--- config.mk ---
export PLATFORM = sky130hd
export DESIGN_NAME = cpu8_instruction_execute
export DESIGN_NICKNAME = d
export VERILOG_FILES = /design/src/hdl/ce8_pkg.sv /design/src/hdl/ce8_front.sv /design/src/hdl/ce8_queue.sv /design/src/hdl/ce8_back.sv /design/src/hdl/cpu8_instruction_execute.sv
export SDC_FILE = /design/constraint.sdc
export NUM_CORES = 1
export LEC_CHECK = 0
export ABC_CLOCK_PERIOD_IN_PS = 5550
export BUFFER_PORTS_ARGS = -buffer_cell sky130_fd_sc_hd__buf_2
export CORE_MARGIN = 1
export CORE_UTILIZATION = 60
export DETAILED_ROUTE_END_ITERATION = 8
export GPL_ROUTABILITY_DRIVEN = 0
export GPL_TIMING_DRIVEN = 0
export PLACE_DENSITY = 0.89
export SLEW_MARGIN = 40
export SYNTH_ARGS = -nofsm -noshare
export SYNTH_HDL_FRONTEND = slang
export SYNTH_HIERARCHICAL = 1
export SYNTH_SLANG_ARGS = --single-unit
--- constraint.sdc ---
create_clock -name clk -period 5.55 [get_ports clk]
set_clock_uncertainty 0.2 [all_clocks]
set_input_delay 1.665 -clock clk [delete_from_list [all_inputs] [get_ports clk]]
set_output_delay 1.665 -clock clk [all_outputs]
set_load 0.02 [all_outputs]
--- src/hdl/ce8_pkg.sv ---
// Shared types and constants for the 8-bit CPU execute unit.
package ce8_pkg;

	localparam logic [7:0] FlagsReset = 8'h20;
	localparam int unsigned FlagC = 0;
	localparam int unsigned FlagZ = 1;
	localparam int unsigned FlagV = 6;
	localparam int unsigned FlagN = 7;

	typedef enum logic [5:0] {
		OP_LDA = 6'd0, OP_LDX = 6'd1, OP_LDY = 6'd2, OP_STA = 6'd3,
		OP_STX = 6'd4, OP_STY = 6'd5, OP_ADC = 6'd6, OP_SBC = 6'd7,
		OP_AND = 6'd8, OP_ORA = 6'd9, OP_EOR = 6'd10, OP_CMP = 6'd11,
		OP_CPX = 6'd12, OP_CPY = 6'd13, OP_BIT = 6'd14, OP_INC = 6'd15,
		OP_DEC = 6'd16, OP_ASLM = 6'd17, OP_LSRM = 6'd18, OP_ROLM = 6'd19,
		OP_RORM = 6'd20, OP_ASLA = 6'd21, OP_LSRA = 6'd22, OP_ROLA = 6'd23,
		OP_RORA = 6'd24, OP_INY = 6'd25, OP_DEX = 6'd26, OP_DEY = 6'd27,
		OP_TAX = 6'd28, OP_TAY = 6'd29, OP_TXA = 6'd30, OP_TYA = 6'd31,
		OP_SEC = 6'd32, OP_CLC = 6'd33, OP_JMP = 6'd34, OP_BPL = 6'd35,
		OP_BMI = 6'd36, OP_BCC = 6'd37, OP_BCS = 6'd38, OP_BNE = 6'd39,
		OP_BEQ = 6'd40, OP_BVC = 6'd41, OP_BVS = 6'd42
	} opcode_t;

	typedef enum logic [3:0] {
		K_NOP, K_LOAD, K_STORE, K_ADD, K_LOGIC, K_CMP, K_BIT, K_INCDEC,
		K_SHIFT, K_TRANSFER, K_FLAGC, K_JUMP, K_BRANCH
	} kind_t;

	typedef enum logic [2:0] {R_NONE, R_A, R_X, R_Y, R_MEM} rsel_t;

	typedef enum logic [1:0] {L_AND, L_OR, L_EOR} lop_t;

	// Order matches the branch opcode pairs: N, C, Z, V.
	typedef enum logic [1:0] {BF_N, BF_C, BF_Z, BF_V} bflag_t;

	typedef struct packed {
		kind_t  kind;
		rsel_t  src;
		rsel_t  dst;
		logic   alt;     // SBC invert, DEC, shift right
		logic   rotate;
		lop_t   lop;
		bflag_t bflag;
		logic   bval;    // branch polarity, or the value SEC/CLC put in C
	} uop_t;

	typedef struct packed {
		uop_t        uop;
		logic [15:0] address;
		logic [7:0]  mem_data;
	} entry_t;

	typedef struct packed {
		logic full;
		logic empty;
	} qstat_t;

endpackage

--- src/hdl/ce8_front.sv ---
// Front end: accepts words and classifies the opcode into a micro-op.
module ce8_front import ce8_pkg::*; (
	input  logic        in_valid,
	output logic        in_stall,
	input  logic [5:0]  opcode,
	input  logic [15:0] address,
	input  logic [7:0]  mem_data,
	input  qstat_t      q_stat,
	output logic        push,
	output entry_t      push_data
);

	function automatic uop_t decode(logic [5:0] op);
		uop_t       u;
		logic [5:0] boff;
		u = '{kind: K_NOP, src: R_NONE, dst: R_NONE, alt: 1'b0, rotate: 1'b0,
			lop: L_AND, bflag: BF_N, bval: 1'b0};
		boff = op - OP_BPL;
		case (op) inside
			OP_LDA: begin u.kind = K_LOAD; u.dst = R_A; end
			OP_LDX: begin u.kind = K_LOAD; u.dst = R_X; end
			OP_LDY: begin u.kind = K_LOAD; u.dst = R_Y; end
			OP_STA: begin u.kind = K_STORE; u.src = R_A; end
			OP_STX: begin u.kind = K_STORE; u.src = R_X; end
			OP_STY: begin u.kind = K_STORE; u.src = R_Y; end
			OP_ADC: begin u.kind = K_ADD; u.dst = R_A; end
			OP_SBC: begin u.kind = K_ADD; u.dst = R_A; u.alt = 1'b1; end
			OP_AND: begin u.kind = K_LOGIC; u.dst = R_A; u.lop = L_AND; end
			OP_ORA: begin u.kind = K_LOGIC; u.dst = R_A; u.lop = L_OR; end
			OP_EOR: begin u.kind = K_LOGIC; u.dst = R_A; u.lop = L_EOR; end
			OP_CMP: begin u.kind = K_CMP; u.src = R_A; end
			OP_CPX: begin u.kind = K_CMP; u.src = R_X; end
			OP_CPY: begin u.kind = K_CMP; u.src = R_Y; end
			OP_BIT: u.kind = K_BIT;
			OP_INC: begin u.kind = K_INCDEC; u.src = R_MEM; u.dst = R_MEM; end
			OP_DEC: begin
				u.kind = K_INCDEC; u.src = R_MEM; u.dst = R_MEM; u.alt = 1'b1;
			end
			OP_INY: begin u.kind = K_INCDEC; u.src = R_Y; u.dst = R_Y; end
			OP_DEX: begin
				u.kind = K_INCDEC; u.src = R_X; u.dst = R_X; u.alt = 1'b1;
			end
			OP_DEY: begin
				u.kind = K_INCDEC; u.src = R_Y; u.dst = R_Y; u.alt = 1'b1;
			end
			[OP_ASLM:OP_RORM]: begin
				u.kind = K_SHIFT; u.src = R_MEM; u.dst = R_MEM;
				u.alt = (op == OP_LSRM) || (op == OP_RORM);
				u.rotate = (op == OP_ROLM) || (op == OP_RORM);
			end
			[OP_ASLA:OP_RORA]: begin
				u.kind = K_SHIFT; u.src = R_A; u.dst = R_A;
				u.alt = (op == OP_LSRA) || (op == OP_RORA);
				u.rotate = (op == OP_ROLA) || (op == OP_RORA);
			end
			OP_TAX: begin u.kind = K_TRANSFER; u.src = R_A; u.dst = R_X; end
			OP_TAY: begin u.kind = K_TRANSFER; u.src = R_A; u.dst = R_Y; end
			OP_TXA: begin u.kind = K_TRANSFER; u.src = R_X; u.dst = R_A; end
			OP_TYA: begin u.kind = K_TRANSFER; u.src = R_Y; u.dst = R_A; end
			OP_SEC: begin u.kind = K_FLAGC; u.bval = 1'b1; end
			OP_CLC: u.kind = K_FLAGC;
			OP_JMP: u.kind = K_JUMP;
			[OP_BPL:OP_BVS]: begin
				// Pairs of opcodes test one flag, clear first then set.
				u.kind = K_BRANCH;
				u.bflag = bflag_t'(boff[2:1]);
				u.bval = boff[0];
			end
			default: u.kind = K_NOP;
		endcase
		return u;
	endfunction

	assign in_stall = q_stat.full;
	assign push = in_valid && !q_stat.full;

	always_comb begin
		push_data.uop = decode(opcode);
		push_data.address = address;
		push_data.mem_data = mem_data;
	end

endmodule

--- src/hdl/ce8_queue.sv ---
// Short queue of decoded words between front and back end.
module ce8_queue import ce8_pkg::*; #(
	parameter int unsigned QueueDepth = 2
) (
	input  logic   clk,
	input  logic   arst_n,
	input  logic   push,
	input  entry_t push_data,
	input  logic   pop,
	output entry_t pop_data,
	output qstat_t q_stat
);

	localparam int unsigned PtrW = (QueueDepth > 1) ? $clog2(QueueDepth) : 1;
	localparam int unsigned CntW = $clog2(QueueDepth + 1);
	localparam logic [PtrW-1:0] LastPtr = PtrW'(QueueDepth - 1);
	localparam logic [CntW-1:0] FullCnt = CntW'(QueueDepth);

	entry_t          store_q [QueueDepth];
	logic [PtrW-1:0] wr_ptr_q, rd_ptr_q;
	logic [CntW-1:0] count_q;

	assign q_stat.full = (count_q == FullCnt);
	assign q_stat.empty = (count_q == '0);
	assign pop_data = store_q[rd_ptr_q];

	always_ff @(posedge clk) begin
		if (push) begin
			store_q[wr_ptr_q] <= push_data;
		end
	end

	always_ff @(posedge clk or negedge arst_n) begin
		if (!arst_n) begin
			wr_ptr_q <= '0;
			rd_ptr_q <= '0;
			count_q <= '0;
		end else begin
			if (push) begin
				wr_ptr_q <= (wr_ptr_q == LastPtr) ? '0 : wr_ptr_q + 1'b1;
			end
			if (pop) begin
				rd_ptr_q <= (rd_ptr_q == LastPtr) ? '0 : rd_ptr_q + 1'b1;
			end
			if (push && !pop) begin
				count_q <= count_q + 1'b1;
			end else if (pop && !push) begin
				count_q <= count_q - 1'b1;
			end
		end
	end

endmodule

--- src/hdl/ce8_back.sv ---
// Back end: register file, flag logic and the result register.
module ce8_back import ce8_pkg::*; (
	input  logic        clk,
	input  logic        arst_n,
	input  qstat_t      q_stat,
	input  entry_t      pop_data,
	output logic        pop,
	output logic        out_valid,
	input  logic        out_stall,
	output logic        mem_write,
	output logic [7:0]  write_data,
	output logic        pc_load,
	output logic [15:0] pc_value,
	output logic [7:0]  acc_out,
	output logic [7:0]  xreg_out,
	output logic [7:0]  yreg_out,
	output logic [7:0]  flags_out
);

	logic [7:0]  a_q, x_q, y_q, p_q;
	logic        out_valid_q, wr_q, jump_q;
	logic [7:0]  wd_q;
	logic [15:0] pcv_q;

	uop_t        u;
	logic [7:0]  m, opnd, b, res, a_n, x_n, y_n, p_n, wd_n;
	logic [8:0]  sum, diff;
	logic        cin, wr_n, jump_n, flag_sel, set_zn;

	assign u = pop_data.uop;
	assign m = pop_data.mem_data;

	// Take the next word when the result register is empty or being drained.
	assign pop = !q_stat.empty && (!out_valid_q || !out_stall);

	always_comb begin
		case (u.src)
			R_A:     opnd = a_q;
			R_X:     opnd = x_q;
			R_Y:     opnd = y_q;
			R_MEM:   opnd = m;
			default: opnd = m;
		endcase

		b = u.alt ? ~m : m;
		sum = {1'b0, a_q} + {1'b0, b} + {8'd0, p_q[FlagC]};
		diff = {1'b0, opnd} - {1'b0, m};
		cin = u.rotate & p_q[FlagC];

		case (u.bflag)
			BF_N:    flag_sel = p_q[FlagN];
			BF_C:    flag_sel = p_q[FlagC];
			BF_Z:    flag_sel = p_q[FlagZ];
			BF_V:    flag_sel = p_q[FlagV];
			default: flag_sel = p_q[FlagN];
		endcase

		a_n = a_q;
		x_n = x_q;
		y_n = y_q;
		p_n = p_q;
		wr_n = 1'b0;
		wd_n = 8'd0;
		jump_n = 1'b0;
		res = opnd;
		set_zn = 1'b0;

		case (u.kind)
			K_LOAD: begin res = m; set_zn = 1'b1; end
			K_STORE: begin wr_n = 1'b1; wd_n = opnd; end
			K_ADD: begin
				res = sum[7:0];
				set_zn = 1'b1;
				p_n[FlagC] = sum[8];
				p_n[FlagV] = (~(a_q[7] ^ b[7])) & (a_q[7] ^ sum[7]);
			end
			K_LOGIC: begin
				case (u.lop)
					L_AND:   res = a_q & m;
					L_OR:    res = a_q | m;
					L_EOR:   res = a_q ^ m;
					default: res = a_q & m;
				endcase
				set_zn = 1'b1;
			end
			K_CMP: begin
				res = diff[7:0];
				set_zn = 1'b1;
				p_n[FlagC] = ~diff[8];
			end
			K_BIT: begin
				p_n[FlagZ] = ((a_q & m) == 8'd0);
				p_n[FlagN] = m[7];
				p_n[FlagV] = m[6];
			end
			K_INCDEC: begin
				res = u.alt ? opnd - 8'd1 : opnd + 8'd1;
				set_zn = 1'b1;
			end
			K_SHIFT: begin
				if (u.alt) begin
					p_n[FlagC] = opnd[0];
					res = {cin, opnd[7:1]};
				end else begin
					p_n[FlagC] = opnd[7];
					res = {opnd[6:0], cin};
				end
				set_zn = 1'b1;
			end
			K_TRANSFER: set_zn = 1'b1;
			K_FLAGC: p_n[FlagC] = u.bval;
			K_JUMP: jump_n = 1'b1;
			K_BRANCH: jump_n = (flag_sel == u.bval);
			default: ;
		endcase

		if (set_zn) begin
			p_n[FlagZ] = (res == 8'd0);
			p_n[FlagN] = res[7];
		end

		case (u.dst)
			R_A:     a_n = res;
			R_X:     x_n = res;
			R_Y:     y_n = res;
			R_MEM: begin wr_n = 1'b1; wd_n = res; end
			default: ;
		endcase
	end

	always_ff @(posedge clk or negedge arst_n) begin
		if (!arst_n) begin
			a_q <= 8'd0;
			x_q <= 8'd0;
			y_q <= 8'd0;
			p_q <= FlagsReset;
			out_valid_q <= 1'b0;
		end else begin
			if (pop) begin
				a_q <= a_n;
				x_q <= x_n;
				y_q <= y_n;
				p_q <= p_n;
				out_valid_q <= 1'b1;
			end else if (!out_stall) begin
				out_valid_q <= 1'b0;
			end
		end
	end

	always_ff @(posedge clk) begin
		if (pop) begin
			wr_q <= wr_n;
			wd_q <= wd_n;
			jump_q <= jump_n;
			pcv_q <= jump_n ? pop_data.address : 16'd0;
		end
	end

	// Register state changes only on pop, so it doubles as the result register.
	assign out_valid = out_valid_q;
	assign mem_write = wr_q;
	assign write_data = wd_q;
	assign pc_load = jump_q;
	assign pc_value = pcv_q;
	assign acc_out = a_q;
	assign xreg_out = x_q;
	assign yreg_out = y_q;
	assign flags_out = p_q;

endmodule

--- src/hdl/cpu8_instruction_execute.sv ---
// Top level of the 8-bit CPU execute unit: front end, word queue, back end.
//
//   channel | handshake           | payload
//   input   | in_valid / in_stall | opcode, address, mem_data
//   output  | out_valid/out_stall | mem_write, write_data, pc_load, pc_value,
//           |                     | acc_out, xreg_out, yreg_out, flags_out
//
// One word per cycle sustained while out_stall stays low; each word passes through
// the queue register and then the result register on its way to result valid.
// Each word is executed by the back end's 8-bit ALU.
// Reset (arst_n low) clears A, X, Y to zero, status to 0x20, empties the queue.
// in_stall rises only when the queue is full; out_stall holds the result
// and, once the queue fills, backs up to the input.
module cpu8_instruction_execute import ce8_pkg::*; #(
	parameter int unsigned QueueDepth = 2
) (
	input  logic        clk,
	input  logic        arst_n,
	input  logic        in_valid,
	output logic        in_stall,
	input  logic [5:0]  opcode,
	input  logic [15:0] address,
	input  logic [7:0]  mem_data,
	output logic        out_valid,
	input  logic        out_stall,
	output logic        mem_write,
	output logic [7:0]  write_data,
	output logic        pc_load,
	output logic [15:0] pc_value,
	output logic [7:0]  acc_out,
	output logic [7:0]  xreg_out,
	output logic [7:0]  yreg_out,
	output logic [7:0]  flags_out
);

	qstat_t q_stat;
	logic   push, pop;
	entry_t push_data, pop_data;

	ce8_front u_front (
		.in_valid  (in_valid),
		.in_stall  (in_stall),
		.opcode    (opcode),
		.address   (address),
		.mem_data  (mem_data),
		.q_stat    (q_stat),
		.push      (push),
		.push_data (push_data)
	);

	ce8_queue #(
		.QueueDepth (QueueDepth)
	) u_queue (
		.clk       (clk),
		.arst_n    (arst_n),
		.push      (push),
		.push_data (push_data),
		.pop       (pop),
		.pop_data  (pop_data),
		.q_stat    (q_stat)
	);

	ce8_back u_back (
		.clk        (clk),
		.arst_n     (arst_n),
		.q_stat     (q_stat),
		.pop_data   (pop_data),
		.pop        (pop),
		.out_valid  (out_valid),
		.out_stall  (out_stall),
		.mem_write  (mem_write),
		.write_data (write_data),
		.pc_load    (pc_load),
		.pc_value   (pc_value),
		.acc_out    (acc_out),
		.xreg_out   (xreg_out),
		.yreg_out   (yreg_out),
		.flags_out  (flags_out)
	);

`ifndef SYNTH
	a_no_write_and_jump: assert property (@(posedge clk) disable iff (!arst_n)
		out_valid |-> !(mem_write && pc_load))
		else $error("result both writes memory and loads PC");

	a_fixed_status_bits: assert property (@(posedge clk) disable iff (!arst_n)
		flags_out[5:2] == 4'b1000)
		else $error("status bits 2..5 changed");

	a_no_data_without_write: assert property (@(posedge clk) disable iff (!arst_n)
		(out_valid && !mem_write) |-> (write_data == 8'd0))
		else $error("write data nonzero with no write");

	a_queue_sane: assert property (@(posedge clk) disable iff (!arst_n)
		!(q_stat.full && q_stat.empty) && !(pop && q_stat.empty))
		else $error("queue status inconsistent");
`endif

endmodule
**Yosys cells after proc, flatten, opt, wreduce, memory -nomap -nowiden**

Memories as Yosys holds them, arrays and structs flattened.
Index checks and enable logic that the tools add are counted.

- Output and inout bits: 60
- Bits in registers: 59
- Word-level logic and storage cells: 358
- Bits of input ports: 34
- Memories kept: 1
- RAM bits: 82

- Magnitude comparators: 6
- Add/sub/neg operators: 10
- Reductions and logical operators: 34
- Muxes and demuxes: 224
- Bitwise gates (word level): 10
- Equal/unequal tests: 59

Memory list:

| name | words | width | rd ports | clocked after memory_dff | write ports | line | RTL |
|---|---|---|---|---|---|---|---|
| u_queue.store_q | 2 | 41 | 1 | 0 | 1 | ce8_queue.sv:19 | `entry_t store_q [QueueDepth];` |

Operators with widths:

| operator | number |
|---|---|
| $mux 3 | 50 |
| $mux 4 | 30 |
| $mux 1 | 88 |
| $mux 2 | 44 |
| $eq 6x5->1 const B | 14 |
| $eq 6x4->1 const B | 8 |
| $pmux 8 s6 | 1 |
| $mux 8 | 5 |
| $eq 6x3->1 const B | 4 |
| $pmux 8 s3 | 1 |
| $eq 4x4->1 const B | 5 |
| $eq 6x6->1 const B | 3 |
| $eq 4x3->1 const B | 4 |
| $logic_not 8->1 | 2 |
| $pmux 8 s2 | 1 |
| $eq 3x2->1 const B | 4 |
| $eq 6x2->1 const B | 2 |
| $ge 6x5->1 const B | 2 |
| $le 6x5->1 const B | 2 |
| $reduce_and 2->1 | 6 |
| $add 8x8->9 | 1 |
| $add 9x1->9 | 1 |
| $sub 8x8->9 | 1 |
| $add 8x1->8 const B | 1 |
| other kinds (33) | 63 |

**Logic depth before layout (Yosys ltp)**

Gate-level depths: netlist of the first run.

- Depth after elaboration: 32
- Gate-level depth with buffers: 20
- Gate-level depth less buffers: 15

**Cells and area by module**

Netlist of the first run, hierarchy kept.

By module, submodules not included:

| module | instances | area each (sq um) | cells an instance |
|---|---|---|---|
| ce8_back | 1 | 4908.5 | 541 |
| ce8_queue | 1 | 3348.2 | 144 |
| ce8_front | 1 | 1089.8 | 178 |

**Least setup slack after synthesis of the first run**

OpenSTA, ideal clock, no wires.

- Path kind: input -> register
- Start point: input in_valid
- End point: memory u_queue/store_q[0][0] in the netlist's numbering (enable)
- Stages on the path: 2
- Data arrival time: 3.784 ns
- Data required time: 4.906 ns
- Slack: 1.121 ns
- Path through: nor2b_1 > nor2b_1

- Word-level cells in the longest chain between the ends: 3

RTL lines:

| what | line | RTL |
|---|---|---|
| from (decl) | cpu8_instruction_execute.sv:19 | `input logic in_valid,` |
| $logic_and 1x1->1 | ce8_front.sv:75 | `assign push = in_valid && !q_stat.full;` |
| $mux 1 | ce8_queue.sv:28 | `if (push) begin` |
| $mux 1 (not written as such) | ce8_queue.sv:29 | `store_q[wr_ptr_q] <= push_data;` |
| to (decl) | ce8_queue.sv:19 |  |

No other way between the ends.

==> impl_metrics.py, run 1 <==
metrics = {
    "cts": {
        "post_cts_buffers": 0,
        "htreeDepth": 4,
        "cts.repair.resized": 0,
        "root_buffer": "clkbuf_16",
        "cts_buffers": 17,
        "clkLatencyLatePin_ns": 0.43,
        "clkTransAtPathRegs_ns": 0.07,
        "cts_tree": "done",
        "hold_buffers": 0,
        "cts.path.max_buffers": 2,
        "cts.sinks": 141,
    },
    "layout": {
        "fill_cells": 1022,
        "area_delta_synth_final_pct": 13.3,
        "n_antenna_cell": 0,
        "post-route-util_pct": 69.7,
        "nets": 1037,
        "drive_above_1_share_pct": 24.7,
    },
    "floorplanning": {
        "start_util_pct": 61.5,
        "die_area_um2": 16100,
        "die_width_um": 127,
        "io_pins": 94,
        "core_area_um2": 15200,
        "die-height_um": 127,
        "rows": 45,
    },
    "timing": {
        "maxSlewViolCount": 0,
        "fin_setup_tns_ns": 0,
        "tightest_slew_ns": 0.880,
        "finalHoldViolations": 0,
        "max_slew_margin_pct": 40.7,
        "finalCriticalPeriod_ns": 5.14,
        "fmax_ghz": 0.195,
        "finalCritPeriodShare_pct": 92.5,
        "setup_viol": 0,
        "rsz0062_at_grt": "no",
    },
    "drt": {
        "wire_per_inst_um": 20.4,
        "vias": 7476,
        "drt-initial-drc-count": 996,
        "drc_errors": 0,
        "dr.pass1.iters": 6,
        "ant_nets": 0,
        "drt-vias-per-instance": 6.48,
        "routed_wl_um": 23500,
    },
    "yosys": {
        "synth-xor-area-share_pct": 2.25,
        "synth_top_area_cell": "edfxtp_1",
        "synth_top_area_share_pct": 34.7,
        "ys_ff_latch": 141,
        "synthAdderAreaFrac_pct": 7.15,
        "ys_types": 92,
        "avgSynthCellArea_um2": 10.8,
        "yosysMostFrequentCell": "edfxtp_1",
        "netlist_instances": 863,
        "synth_compound_area_share_pct": 15.2,
        "synth_area_um2": 9350,
        "yosys.area_share.simple_pct": 13.9,
        "seq_area_frac_synth_pct": 43.5,
        "synth-edff-count": 108,
        "synth.top_cells.by_count": "edfxtp_1, nor2_1, a21oi_1, nand2_1, ha_1",
        "synthArstFlopShare_pct": 23.4,
        "synth_flop_cell": "edfxtp_1",
        "ys_warn_count": 6,
        "synth.area.top_cells": "edfxtp_1, dfrtp_1, mux2_4",
        "synth_top_family_by_area": "compound AO/OA/AOI/OAI gates",
        "synthMuxAreaShare_pct": 10.4,
    },
    "min_path": {
        "min_path_type": "reg2reg",
        "hp-start": "u_queue/count_q[1]$_DFFE_PN0P_",
    },
    "critical_path": {
        "worst_setup_path_end_kind": "flip-flop",
        "worst_path_max_delay_cell": "buf_1",
        "worstSetupPathType": "reg2reg",
        "startpoint": "u_queue/rd_ptr_q$_DFFE_PN0P_",
        "arrival_ns": 5.15,
        "crit_fanout": 10,
        "crit_family": "compound AO/OA/AOI/OAI gates",
        "worstPathRequired_ns": 5.56,
        "crit_chain": "buf_6 -> buf_12 -> mux2_4 -> clkbuf_1 -> buf_1 -> xnor2_1 -> fa_1 -> nand2b_1 -> a21oi_1 -> o221a_1 -> nor3_1 -> or3b_1 -> a32oi_1 -> o211ai_2 -> o22ai_1",
        "slowest_delay_ns": 0.56,
        "critPathLaunchType": "flip-flop",
        "r2r-start": "u_queue/rd_ptr_q$_DFFE_PN0P_",
        "path_buf_inv": 4,
    },
    "placed_design": {
        "place_hpwl_um": 16700,
        "io_buffers": 65,
    },
    "global_routing": {
        "antenna_found_initial": 0,
        "grt_max_degree": 40,
        "grt_pass1_wl_um": 37200,
        "grtUsageTotal_pct": 30.2,
        "grt_pass1_vias": 7182,
        "grt_overflow": 0,
    },
    "power": {
        "ir_drop_mv": 0.338,
        "powerDensity_nw_per_um2": 701,
        "power.leakage_uw": 0.00441,
    },
    "status": {
        "status": "finished clean",
    },
    "run": {
        "drv_cap": 0,
    },
}
area by class of cell:
cell class                 count  area [um2]  area share (%)
inverter                      47         176            1.67
clock inverter                15         165            1.56
sequential                   141        4070            38.4
tap                          188         235            2.22
buffer                        74         522            4.93
timing repair buffer          68         403            3.80
clock buffer                  17         425            4.02
multi-input combinational    603        4600            43.4
power breakdown:
| group | leakage (uW) | internal, uW | switching [uW] |
|---|---|---|---|
| logic | 0.00269 | 1820 | 2720 |
| registers | 0.00143 | 1550 | 188 |
| clock network | 0.000293 | 643 | 497 |
logic make-up after synthesis:
logic type                 Yosys count
buffers and inverters              121
and+or+nand+nor                    238
muxes                               73
xor gates and xnor gates            24
adders and majority gates           51
DFF                                141
other                                2
AOI/OAI and AO/OA                  213
cells in the final DEF (no fill, tap or decap), drive strengths merged, types with 10 or more instances in the layout:
master / instances
buf: 119
edfxtp: 108
mux2: 62
inv: 59
o21ai: 56
nor2: 54
a21oi: 54
nand2: 51
ha: 47
clkbuf: 40
dfrtp: 33
nand2b: 24
and3: 20
o22ai: 17
nor3: 16
nor2b: 15
a211oi: 14
xor2: 13
a22oi: 12
xnor2: 11
mux2i: 10
stage by stage:
step                setup slack, ns  instance area, um2  power, uW  cells  hold slack [ns]
detailed placement            0.670               10000       6120   1121            0.295
global route                  0.211               10600       7840   1153            0.318
global placement             0.0724                9910       5930   1118            0.268
CTS                           0.591               10600       7310   1153            0.311
floorplan                      1.12                9350       4990    865            0.255
finish                        0.414               10600       7420   1153            0.303
metal layers:
| layer | global-route usage (%) | share of wire (%) |
|---|---|---|
| met4 | 16.9 | 5.2 |
| met2 | 51.5 | 49 |
| met1 | 35.6 | 37 |
| met5 | 0 | 0 |
| met3 | 6.45 | 8.5 |
state kept, by name, summed over array words and instances, names as in the netlist:
register           flops
u_queue/store_q       82
u_back/pc_load         1
u_queue/wr_ptr_q       1
u_back/mem_write       1
u_back/acc_out         8
u_back/pc_value       16
u_back/flags_out       4
u_back/yreg_out        8
u_queue/rd_ptr_q       1
u_back/write_data      8
u_back/xreg_out        8
u_back/out_valid       1
u_queue/count_q        2
path summary, 6_finish.rpt:
kind | to | slack (ns) | cells after the start
hold / removal | u_queue/count_q[1]$_DFFE_PN0P_ | 0.30 | 1
min in group asynchronous | u_back/yreg_out[5]$_DFFE_PN0P_ | 0.98 | 1
setup / recovery | u_back/write_data[7]$_DFFE_PP_ | 0.41 | 15
hold reg to reg | u_queue/count_q[1]$_DFFE_PN0P_ | 0.30 | 1
setup reg to reg | u_back/write_data[7]$_DFFE_PP_ | 0.41 | 15
max in group asynchronous | u_back/flags_out[6]$_DFFE_PN0P_ | 3.84 | 1
Power figures use the tool's default switching activity.
==> inputs of run 2 (changes only) <==
--- a/config.mk
+++ b/config.mk
@@ -7,6 +7,7 @@
 export LEC_CHECK = 0
 export ABC_CLOCK_PERIOD_IN_PS = 5550
 export BUFFER_PORTS_ARGS = -buffer_cell sky130_fd_sc_hd__buf_2
+export CORE_ASPECT_RATIO = 0.6
 export CORE_MARGIN = 1
 export CORE_UTILIZATION = 60
 export DETAILED_ROUTE_END_ITERATION = 8
==> impl_metrics.py, run 2 (same netlist as run 1, synthesis figures left out) <==
metrics = {
    "drt": {
        "drt-initial-drc-count": 1414,
        "vias": 7886,
        "drc_errors": 25,
        "dr.pass1.iters": 9,
        "ant_nets": 0,
        "routed_wl_um": 27000,
        "drt-vias-per-instance": 6.78,
        "wire_per_inst_um": 23.2,
    },
    "power": {
        "finalPower_uw": 7700,
        "power.leakage_uw": 0.00441,
        "powerDensity_nw_per_um2": 725,
        "switching_share_pct": 48.2,
        "power_switching_uw": 3710,
        "clkPwrFrac_pct": 14.9,
        "p_int_uw": 3990,
        "pwr-share-seq_pct": 22.9,
        "ir_drop_mv": 0.444,
        "power_frac_comb_pct": 62.2,
    },
    "timing": {
        "finalCriticalPeriod_ns": 5.17,
        "tightest_slew_ns": 0.936,
        "max_slew_margin_pct": 37.6,
        "finalHoldViolations": 0,
        "finalCritPeriodShare_pct": 93.2,
        "rsz0062_at_grt": "no",
        "setup_viol": 0,
        "setup_ws_ns": 0.379,
        "fin_setup_tns_ns": 0,
        "fmax_ghz": 0.193,
        "maxSlewViolCount": 0,
    },
    "cts": {
        "htreeDepth": 4,
        "cts_tree": "done",
        "cts_buffers": 17,
        "cts.repair.resized": 0,
        "root_buffer": "clkbuf_16",
        "post_cts_buffers": 0,
        "hold_buffers": 0,
        "clkLatencyLatePin_ns": 0.43,
        "cts.path.max_buffers": 2,
        "clkTransAtPathRegs_ns": 0.07,
        "cts.sinks": 141,
    },
    "placed_design": {
        "dp.cells": 1131,
        "place_hpwl_um": 18700,
        "place_ws_ns": 0.466,
        "io_buffers": 65,
    },
    "floorplanning": {
        "core_area_um2": 14800,
        "die_area_um2": 16100,
        "die-height_um": 98.7,
        "start_util_pct": 63.0,
        "rows": 34,
        "die_width_um": 163,
        "io_pins": 94,
    },
    "critical_path": {
        "crit_chain": "buf_6 -> buf_12 -> mux2_4 -> clkbuf_1 -> clkbuf_2 -> xnor2_1 -> fa_1 -> nand2b_1 -> a21oi_1 -> o221a_1 -> nor3_1 -> or3b_1 -> a32oi_1 -> o211ai_2 -> o22ai_1",
        "critPathLaunchType": "flip-flop",
        "slowest_delay_ns": 0.48,
        "worstPathRequired_ns": 5.60,
        "worst_setup_path_end_kind": "flip-flop",
        "worstSetupPathType": "reg2reg",
        "worst_path_max_delay_cell": "a21oi_1",
        "arrival_ns": 5.22,
        "crit_fanout": 10,
    },
    "run": {
        "drv_cap": 0,
    },
    "global_routing": {
        "met1_usage_pct": 46.5,
        "grt_overflow": 0,
        "grt-busiest-layer": "met2",
        "grt_max_degree": 34,
        "grtUsageTotal_pct": 34.0,
        "grtUsageMet2_pct": 49.0,
        "grt_pass1_wl_um": 40800,
        "grt_use_met3_pct": 11.3,
        "antenna_found_initial": 1,
        "grt_pass1_vias": 7445,
    },
    "layout": {
        "top_register": "u_queue/store_q",
        "final_common_cell": "edfxtp_1",
        "area_delta_synth_final_pct": 13.6,
        "drive_above_1_share_pct": 24.9,
        "most-common-layout-cells": "edfxtp_1, buf_2, nor2_1",
        "n_antenna_cell": 0,
        "instances_no_fill": 1163,
        "largest_register_ffs": 82,
        "nets": 1037,
    },
    "status": {
        "violations": "DRC",
        "status": "complete, but fails checks",
    },
    "min_path": {
        "min_path_type": "reg2reg",
    },
}
[run 2: cell count changes in the layout (fill, tap and decap cells not counted), sizes merged]
cell	before	now
buf	119	118
bufinv	1	0
clkbuf	40	41
clkinv	1	7
inv	59	54
[run 2: cell type report]
| cell class | count | area [um2] |
|---|---|---|
| Multi-Input combinational cell | 603 | 4600 |
| Timing Repair Buffer | 68 | 390 |
| Tap cell | 198 | 248 |
| Clock buffer | 17 | 425 |
| Fill cell | 961 | 4230 |
| Buffer | 74 | 523 |
| Clock inverter | 15 | 188 |
| Sequential cell | 141 | 4070 |
| Inverter | 47 | 176 |
[run 2: through the flow]
stage          cell area (um2)  hold slack [ns]  utilization (%)
2_1_floorplan             9350            0.255                -
3_3_place_gp              9930            0.269             66.9
3_5_place_dp             10000            0.279             67.4
4_1_cts                  10600            0.292             71.5
5_1_grt                  10600            0.319             71.5
6_report                 10600            0.291             71.5
[run 2: worst paths after layout]
check	start	endpoint	slack, ns	cells past startpoint
setup / recovery	u_queue/rd_ptr_q$_DFFE_PN0P_	u_back/write_data[7]$_DFFE_PP_	0.38	15
hold / removal	u_queue/count_q[1]$_DFFE_PN0P_	u_queue/count_q[1]$_DFFE_PN0P_	0.29	1
setup reg to reg	u_queue/rd_ptr_q$_DFFE_PN0P_	u_back/write_data[7]$_DFFE_PP_	0.38	15
hold reg to reg	u_queue/count_q[1]$_DFFE_PN0P_	u_queue/count_q[1]$_DFFE_PN0P_	0.29	1
max in group asynchronous	arst_n	u_back/yreg_out[2]$_DFFE_PN0P_	3.79	1
min in group asynchronous	arst_n	u_back/yreg_out[0]$_DFFE_PN0P_	1.01	1
[run 2: critical path, delay by kind of cell (launching register included)]
kind	cells	cell delay, ns
simple gates	3	0.68
flops	1	0.38
mux	1	0.28
buf+inv	4	1.17
compound gates	5	1.68
xor+xnor	1	0.16
fa+ha+maj	1	0.44
[run 2: power by group through the flow]
stage	registers (uW)	logic (uW)	clock network (uW)
6_report	1770	4790	1150
5_1_grt	1790	5010	1200
4_1_cts	1760	4570	1160
3_5_place_dp	1760	4470	0
3_3_place_gp	1760	4280	0
2_1_floorplan	1940	3050	0
[run 2: routing by layer]
metal	wire length [um]	part of all wire (%)
met1	10300	38
met2	11400	42
met3	4200	16
met4	1150	4.2
met5	18	0.067
